### src/rtl/core/md5_pkg.sv
// ----------------------------------------------------------------------------
// md5_pkg
// shared types, codes and constant tables of the md5 digest core
// ----------------------------------------------------------------------------
package md5_pkg;

	typedef enum logic [1:0] {
		KIND_BYTE  = 2'd0,
		KIND_FINAL = 2'd1,
		KIND_END   = 2'd2,
		KIND_NONE  = 2'd3
	} kind_t;

	typedef enum logic [2:0] {
		ST_FILL,
		ST_LOAD,
		ST_COMP,
		ST_FOLD,
		ST_PAD,
		ST_DONE
	} state_t;

	// strobes from the sequencer to the round datapath
	typedef struct packed {
		logic init;
		logic load;
		logic step;
		logic fold;
	} round_ctl_t;

	typedef logic [3:0][31:0] chain_t;

	localparam chain_t InitVector = {32'h10325476, 32'h98badcfe, 32'hefcdab89, 32'h67452301};

	localparam logic [7:0] PadMarker = 8'h80;

	localparam logic [31:0] RoundK [64] = '{
		32'hd76aa478, 32'he8c7b756, 32'h242070db, 32'hc1bdceee,
		32'hf57c0faf, 32'h4787c62a, 32'ha8304613, 32'hfd469501,
		32'h698098d8, 32'h8b44f7af, 32'hffff5bb1, 32'h895cd7be,
		32'h6b901122, 32'hfd987193, 32'ha679438e, 32'h49b40821,
		32'hf61e2562, 32'hc040b340, 32'h265e5a51, 32'he9b6c7aa,
		32'hd62f105d, 32'h02441453, 32'hd8a1e681, 32'he7d3fbc8,
		32'h21e1cde6, 32'hc33707d6, 32'hf4d50d87, 32'h455a14ed,
		32'ha9e3e905, 32'hfcefa3f8, 32'h676f02d9, 32'h8d2a4c8a,
		32'hfffa3942, 32'h8771f681, 32'h6d9d6122, 32'hfde5380c,
		32'ha4beea44, 32'h4bdecfa9, 32'hf6bb4b60, 32'hbebfbc70,
		32'h289b7ec6, 32'heaa127fa, 32'hd4ef3085, 32'h04881d05,
		32'hd9d4d039, 32'he6db99e5, 32'h1fa27cf8, 32'hc4ac5665,
		32'hf4292244, 32'h432aff97, 32'hab9423a7, 32'hfc93a039,
		32'h655b59c3, 32'h8f0ccc92, 32'hffeff47d, 32'h85845dd1,
		32'h6fa87e4f, 32'hfe2ce6e0, 32'ha3014314, 32'h4e0811a1,
		32'hf7537e82, 32'hbd3af235, 32'h2ad7d2bb, 32'heb86d391
	};

	localparam logic [4:0] RotAmount [16] = '{
		5'd7, 5'd12, 5'd17, 5'd22, 5'd5, 5'd9, 5'd14, 5'd20,
		5'd4, 5'd11, 5'd16, 5'd23, 5'd6, 5'd10, 5'd15, 5'd21
	};

	// message word index used by a round
	function automatic logic [3:0] msg_index(input logic [5:0] rnd);
		logic [3:0] r;
		logic [3:0] g;
		begin
			r = rnd[3:0];
			case (rnd[5:4])
				2'd0:    g = r;
				2'd1:    g = 4'(r * 4'd5 + 4'd1);
				2'd2:    g = 4'(r * 4'd3 + 4'd5);
				default: g = 4'(r * 4'd7);
			endcase
			return g;
		end
	endfunction

endpackage

### src/rtl/core/md5_message_digest_top.sv
// ----------------------------------------------------------------------------
// md5_message_digest_top
// md5 digest of a byte stream, one byte per input transaction
// ----------------------------------------------------------------------------
// input channel s_*: one message byte per transaction, s_tuser gives the kind
// (message byte, final message byte, end of message without byte, unused).
// output channel m_*: one transaction per message, the 16-byte digest.
// bytes are taken one per cycle into a 16-word block buffer. when a block
// fills, s_tready drops for one load step, 64 rounds (one round per cycle, the
// message word read from the registered buffer in the cycle before), one fold.
// at the end of a message the padding is written a word per cycle, followed
// by one or two compressions.
// the digest sits in an output register; if the receiver stalls, the core
// waits in its final state and takes no new byte until the slot is free.
// after the digest the core is back in its initial state.
// reset restores the initial chaining words, clears the byte count and drops
// m_tvalid; the buffer contents are not cleared.
// ----------------------------------------------------------------------------
module md5_message_digest_top
	import md5_pkg::*;
(
	input  logic         clk,
	input  logic         arst_n,
	input  logic         s_tvalid,
	output logic         s_tready,
	input  logic [7:0]   s_tdata,   // data_byte
	input  logic [1:0]   s_tuser,   // kind
	output logic         m_tvalid,
	input  logic         m_tready,
	output logic [127:0] m_tdata    // digest_low, digest_high
);

	state_t      state_q, state_d;
	logic [60:0] count_q;
	logic [5:0]  rnd_q;
	logic [3:0]  pad_word_q;
	logic        first_q, lenblk_q, pad_q, final_q;
	logic        out_valid_q;
	logic [127:0] out_q;

	logic        acc;
	kind_t       kind;
	logic [5:0]  pos;
	logic [60:0] count_inc;
	logic [5:0]  pos_after;
	logic [63:0] bit_len;

	logic        wr_en;
	logic [3:0]  wr_addr, wr_be, rd_addr;
	logic [31:0] wr_data, rd_data;
	logic [31:0] pad_data;
	logic [3:0]  pad_be;
	logic        out_free;

	round_ctl_t  rctl;
	chain_t      chain;

	assign acc       = s_tvalid && s_tready;
	assign kind      = kind_t'(s_tuser);
	assign pos       = count_q[5:0];
	assign count_inc = count_q + 61'd1;
	assign pos_after = (kind == KIND_FINAL) ? count_inc[5:0] : pos;
	assign bit_len   = {count_q, 3'b000};
	assign out_free  = !out_valid_q || m_tready;

	// padding word: marker at the fill position, zeros, length in the last 8 bytes of the last block
	always_comb begin
		logic [5:0] b;
		for (int k = 0; k < 4; k++) begin
			b = {pad_word_q, 2'(k)};
			pad_be[k] = !first_q || (b >= pos);
			if (first_q && b == pos) begin
				pad_data[8*k +: 8] = PadMarker;
			end else if (lenblk_q && b[5:3] == 3'd7) begin
				pad_data[8*k +: 8] = bit_len[8*b[2:0] +: 8];
			end else begin
				pad_data[8*k +: 8] = 8'h00;
			end
		end
	end

	// next state
	always_comb begin
		state_d = state_q;
		unique case (state_q)
			ST_FILL: begin
				if (acc) begin
					case (kind)
						KIND_BYTE:  if (pos == 6'd63) state_d = ST_LOAD;
						KIND_FINAL: state_d = (pos == 6'd63) ? ST_LOAD : ST_PAD;
						KIND_END:   state_d = ST_PAD;
						default:    state_d = ST_FILL;
					endcase
				end
			end
			ST_LOAD: state_d = ST_COMP;
			ST_COMP: if (rnd_q == 6'd63) state_d = ST_FOLD;
			ST_FOLD: begin
				if (pad_q) begin
					state_d = lenblk_q ? ST_DONE : ST_PAD;
				end else if (final_q) begin
					state_d = ST_PAD;
				end else begin
					state_d = ST_FILL;
				end
			end
			ST_PAD:  if (pad_word_q == 4'd15) state_d = ST_LOAD;
			ST_DONE: if (out_free) state_d = ST_FILL;
			default: state_d = ST_FILL;
		endcase
	end

	// outputs of the sequencer
	always_comb begin
		s_tready = 1'b0;
		wr_en    = 1'b0;
		wr_addr  = count_q[5:2];
		wr_be    = 4'b0001 << count_q[1:0];
		wr_data  = {4{s_tdata}};
		rd_addr  = 4'd0;
		rctl     = '0;
		unique case (state_q)
			ST_FILL: begin
				s_tready = 1'b1;
				wr_en    = acc && (kind == KIND_BYTE || kind == KIND_FINAL);
			end
			ST_LOAD: begin
				rctl.load = 1'b1;
				rd_addr   = msg_index(6'd0);
			end
			ST_COMP: begin
				rctl.step = 1'b1;
				rd_addr   = msg_index(6'(rnd_q + 6'd1));
			end
			ST_FOLD: rctl.fold = 1'b1;
			ST_PAD: begin
				wr_en   = 1'b1;
				wr_addr = pad_word_q;
				wr_be   = pad_be;
				wr_data = pad_data;
			end
			ST_DONE: rctl.init = out_free;
			default: ;
		endcase
	end

	always_ff @(posedge clk or negedge arst_n) begin
		if (!arst_n) begin
			state_q     <= ST_FILL;
			count_q     <= '0;
			rnd_q       <= '0;
			pad_word_q  <= '0;
			first_q     <= 1'b0;
			lenblk_q    <= 1'b0;
			pad_q       <= 1'b0;
			final_q     <= 1'b0;
		end else begin
			state_q <= state_d;
			unique case (state_q)
				ST_FILL: begin
					if (acc && (kind == KIND_BYTE || kind == KIND_FINAL)) count_q <= count_inc;
					final_q <= acc && (kind == KIND_FINAL);
					pad_q   <= 1'b0;
					// first padding pass starts at the word holding the marker
					pad_word_q <= pos_after[5:2];
					first_q    <= 1'b1;
					lenblk_q   <= (pos_after[5:3] != 3'd7);
				end
				ST_LOAD: rnd_q <= '0;
				ST_COMP: rnd_q <= rnd_q + 6'd1;
				ST_FOLD: begin
					if (pad_q) begin
						// second pass: zeros and length only
						pad_word_q <= '0;
						first_q    <= 1'b0;
						lenblk_q   <= 1'b1;
					end else begin
						pad_word_q <= '0;
						first_q    <= 1'b1;
						lenblk_q   <= 1'b1;
					end
					pad_q   <= 1'b0;
					final_q <= 1'b0;
				end
				ST_PAD: begin
					pad_word_q <= pad_word_q + 4'd1;
					if (pad_word_q == 4'd15) pad_q <= 1'b1;
				end
				ST_DONE: begin
					if (out_free) begin
						count_q     <= '0;
						pad_q       <= 1'b0;
					end
				end
				default: ;
			endcase
		end
	end

	// output slot: filled from the final state, emptied by the receiver
	always_ff @(posedge clk or negedge arst_n) begin
		if (!arst_n) begin
			out_valid_q <= 1'b0;
		end else if (state_q == ST_DONE && out_free) begin
			out_valid_q <= 1'b1;
		end else if (m_tready) begin
			out_valid_q <= 1'b0;
		end
	end

	always_ff @(posedge clk) begin
		if (state_q == ST_DONE && out_free) begin
			out_q <= {chain[3], chain[2], chain[1], chain[0]};
		end
	end

	md5_msg_buf u_buf (
		.clk     (clk),
		.wr_en   (wr_en),
		.wr_addr (wr_addr),
		.wr_be   (wr_be),
		.wr_data (wr_data),
		.rd_addr (rd_addr),
		.rd_data (rd_data)
	);

	md5_round u_round (
		.clk    (clk),
		.arst_n (arst_n),
		.ctl    (rctl),
		.rnd    (rnd_q),
		.w      (rd_data),
		.chain  (chain)
	);

	assign m_tvalid = out_valid_q;
	assign m_tdata  = out_q;

endmodule

### src/rtl/core/md5_msg_buf.sv
// ----------------------------------------------------------------------------
// md5_msg_buf
// 16 x 32-bit block buffer, byte-lane writes, registered read
// ----------------------------------------------------------------------------
module md5_msg_buf (
	input  logic        clk,
	input  logic        wr_en,
	input  logic [3:0]  wr_addr,
	input  logic [3:0]  wr_be,
	input  logic [31:0] wr_data,
	input  logic [3:0]  rd_addr,
	output logic [31:0] rd_data
);

	logic [31:0] mem [16];

	always_ff @(posedge clk) begin
		if (wr_en) begin
			for (int k = 0; k < 4; k++) begin
				if (wr_be[k]) begin
					mem[wr_addr][8*k +: 8] <= wr_data[8*k +: 8];
				end
			end
		end
	end

	always_ff @(posedge clk) begin
		rd_data <= mem[rd_addr];
	end

endmodule

### src/rtl/core/md5_round.sv
// ----------------------------------------------------------------------------
// md5_round
// chaining words and working words, one compression round per step
// ----------------------------------------------------------------------------
module md5_round
	import md5_pkg::*;
(
	input  logic        clk,
	input  logic        arst_n,
	input  round_ctl_t  ctl,
	input  logic [5:0]  rnd,
	input  logic [31:0] w,
	output chain_t      chain
);

	chain_t      chain_q;
	logic [31:0] a_q, b_q, c_q, d_q;
	logic [31:0] f, t, rot;
	logic [63:0] dbl;

	always_comb begin
		case (rnd[5:4])
			2'd0:    f = (b_q & c_q) | (~b_q & d_q);
			2'd1:    f = (d_q & b_q) | (~d_q & c_q);
			2'd2:    f = b_q ^ c_q ^ d_q;
			default: f = c_q ^ (b_q | ~d_q);
		endcase
		t   = a_q + f + w + RoundK[rnd];
		dbl = {t, t} << RotAmount[{rnd[5:4], rnd[1:0]}];
		rot = dbl[63:32];
	end

	always_ff @(posedge clk or negedge arst_n) begin
		if (!arst_n) begin
			chain_q <= InitVector;
			a_q     <= '0;
			b_q     <= '0;
			c_q     <= '0;
			d_q     <= '0;
		end else if (ctl.init) begin
			chain_q <= InitVector;
			a_q     <= '0;
			b_q     <= '0;
			c_q     <= '0;
			d_q     <= '0;
		end else if (ctl.load) begin
			a_q <= chain_q[0];
			b_q <= chain_q[1];
			c_q <= chain_q[2];
			d_q <= chain_q[3];
		end else if (ctl.step) begin
			a_q <= d_q;
			b_q <= b_q + rot;
			c_q <= b_q;
			d_q <= c_q;
		end else if (ctl.fold) begin
			chain_q[0] <= chain_q[0] + a_q;
			chain_q[1] <= chain_q[1] + b_q;
			chain_q[2] <= chain_q[2] + c_q;
			chain_q[3] <= chain_q[3] + d_q;
		end
	end

	assign chain = chain_q;

endmodule

### config.mk
export PLATFORM = sky130hd
export DESIGN_NAME = md5_message_digest_top
export DESIGN_NICKNAME = d
export VERILOG_FILES = /design/src/rtl/core/md5_pkg.sv /design/src/rtl/core/md5_message_digest_top.sv /design/src/rtl/core/md5_msg_buf.sv /design/src/rtl/core/md5_round.sv
export SDC_FILE = /design/constraint.sdc
export NUM_CORES = 2
export LEC_CHECK = 0
export BUFFER_PORTS_ARGS = -buffer_cell sky130_fd_sc_hd__buf_2
export CAP_MARGIN = 20
export CORE_ASPECT_RATIO = 0.75
export CORE_MARGIN = 4
export CORE_UTILIZATION = 40
export DETAILED_ROUTE_END_ITERATION = 8
export SYNTH_ARGS = -nofsm -noshare
export SYNTH_HDL_FRONTEND = slang
export SYNTH_SLANG_ARGS = --single-unit
### constraint.sdc
create_clock -name clk -period 9.4 [get_ports clk]
set_input_delay 0.47 -clock clk [delete_from_list [all_inputs] [get_ports clk]]
set_output_delay 0.47 -clock clk [all_outputs]
set_load 0.1 [all_outputs]
==> out/results.ini <==
[outcome]
status = complete, no violations

[synth]
syn_avg_cell_area_um2 = 10.23
synth_compound_area_frac = 0.1626
ys_types = 92
synth_area_um2 = 57640
muxShareOfSynthArea = 0.06141
synth-simple-area-share = 0.1309
ys_seq_area_frac = 0.4914
synth.yosys.warnings = 0
synthAdderAreaFrac = 0.07202
synth-seq-cells = 1007
synth_top_family_by_area = compound AO/OA/AOI/OAI gates
synth_edf_count = 640
async_flop_share = 0.3327
ys.flop_type = edfxtp_1
synthXorXnorAreaFrac = 0.04463
synthesis.nets = 5942
netlist_instances = 5637

[routing]
route.met2.wl_mm = 77.18
wire_per_inst_um = 25.39
top_layer_used = met5
first_pass_iters = 5
met1_length_mm = 94.12
wl_met3_mm = 24.58
routed_wl_mm = 201.2
vias_per_cell = 5.816
drtIter0Drc = 5544
num_vias = 46090
drc = 0
antenna_left = 0

[sta]
hold_viol = 0
min_period_ns = 9.091
slew_viol_final = 0
fmax_mhz = 110.0
fin_hold_ws_ns = 0.1802
rsz0062_at_grt = true
post-route-period-util = 0.9671
setup_viol = 0
worst_pin_slew_ns = 1.137
finClkSkew_ns = 0.06411
slew_headroom = 0.2420

[grt]
grt_max_degree = 132
grtUsageTotal = 0.2608
grt_pass1_vias = 42490
grt_overflow = 0
antenna_found_initial = 9
grt_pass1_wl_mm = 291.2

[floorplanning]
die-area_um2 = 150300
die_h_um = 336.8
pin_count = 144
core_um2 = 142900
fp.dieW_um = 446.3
start_util = 0.4033
num_rows = 120

[place]
hpwlAfterDp_mm = 145.2
port_buffers = 143
gp_congestion = 1.007

[clocking]
cts_buffer_depth = 3
cts_tree = done
ctsHtreeMaxLevel = 3
cts_buffers = 103
root_buffer = clkbuf_16
numClockSinks = 1007
clk_latency_ns = 0.76
clk_pin_slew_ns = 0.07

[run]
maxCapViolCount = 0

[setup_path]
cp-end-kind = flop
cp.arrival_ns = 9.73
cp_max_fo = 10
r2r_start = rnd_q[0]
required_ns = 10.04
critPathLaunch = rnd_q[0]
critPathMaxStageDelay_ns = 0.64
crit_top_cell = a21oi_1
worst-setup-path-type = flop to flop
cp_slowest_cell = or4b_2
start_kind = flop

[worst_hold_path]
min_from = m_tready
min_path_type = primary input to flop

[cells_and_area]
nets = 6246
final_common_cell = edfxtp_1
final_cell_mix = 640 x edfxtp_1, 554 x nand2_1, 476 x nor2_1, 398 x a21oi_1, 351 x o21ai_0
drive_gt1_frac = 0.1587
areaGrowthSynthToFinish_pct = 15.54

-- cell families after synthesis --
kind of cell | count (synthesis)
XOR/XNOR | 292
AO/OA/AOI/OAI | 1517
multiplexers | 300
buffers and inverters | 561
flip-flops | 1007
AND/OR/NAND/NOR | 1669
adder cells (fa/ha/maj) | 291
-- synthesized netlist by cell type (56+ instances only) --
| cell | n | area [um^2] |
|---|---|---|
| nor3_1 | 91 | 455.4 |
| and2_1 | 83 | 519.3 |
| a21oi_1 | 412 | 2062 |
| dfstp_2 | 64 | 1682 |
| edfxtp_1 | 640 | 19220 |
| inv_1 | 237 | 889.6 |
| a211oi_1 | 131 | 983.4 |
| o21ai_0 | 381 | 1907 |
| a21o_1 | 96 | 720.7 |
| ha_1 | 223 | 2790 |
| dfrtp_1 | 271 | 6782 |
| xnor2_1 | 166 | 1454 |
| xor2_1 | 124 | 1086 |
| mux2i_1 | 231 | 2312 |
| nor2_1 | 486 | 1824 |
| a31oi_1 | 201 | 1257 |
| fa_1 | 68 | 1361 |
| nand2_1 | 559 | 2098 |
| nor2b_1 | 56 | 350.3 |
| nand3_1 | 212 | 1061 |
| clkbuf_1 | 265 | 994.7 |
-- through the flow --
step	setup WS (ns)	instance area (um^2)	TNS, ns	utilization	instances
floorplan	0.1586	57640	0	-	5637
global placement	0.08760	62390	0	0.4365	7692
detailed placement	0.03178	62410	0	0.4367	7695
CTS	0.02214	65930	0	0.4612	7893
global route	-0.06203	66600	-0.1640	0.4659	7925
finish	0.3092	66600	0	0.4659	7925
-- final cells by class --
type                       instances  area (um^2)
antenna                            2        5.005
clock buffer                     135         2808
clock inverter                    61        663.1
fill                           13360        76340
inverter                         242        928.4
multi-input combinational       4069        27710
sequential                      1007        28340
tap                             1891         2366
timing repair buffer             518         3779
-- layer usage --
layer | GRT usage | up-vias
li1 | - | 21130
met1 | 0.4010 | 22710
met2 | 0.3362 | 1991
met3 | 0.1002 | 258
met4 | 0.06378 | 2
met5 | 0.01302 | -
-- path summary, 6_finish.rpt --
path	end	slack, ns	cells past startpoint
max in group asynchronous	count_q[53]	7.52	3
worst min register to register	u_round.chain[95]	0.52	2
min in group asynchronous	u_round.chain[49]	0.38	2
worst max register to register	u_round.b_q[29]	0.31	42
worst max-delay path	u_round.b_q[29]	0.31	42
worst min-delay path	m_tvalid	0.18	3
-- worst max-delay path, delay by kind of cell (launching register included) --
kind,cells,cell delay [ns]
AO/OA/AOI/OAI,18,3.70
adder cells (fa/ha/maj),5,1.67
AND/OR/NAND/NOR,7,1.25
multiplexers,4,0.94
buffers and inverters,7,0.82
flip-flops,1,0.44
XOR/XNOR,1,0.16
-- timing repair --
item	4_1_cts	5_1_grt
pin swaps	0	22
buffers inserted	0	13
hold buffers	2	0
resized for setup	6	109
endpoints found under the setup margin	3	13
endpoints found under the hold margin	52	0
-- sequential cells by signal (all words and copies together) (netlist names), 3 cells and up --
name and count:
count_q 61, m_tdata 128, pad_word_q 4, rnd_q 6, state_q 3, u_buf.mem 512, u_buf.rd_data 32, u_round.a_q 32
u_round.b_q 32, u_round.c_q 32, u_round.chain 128, u_round.d_q 32
Power is not shown: default switching activity piles up to over one toggle a cycle in this logic, so the estimate is an artifact.
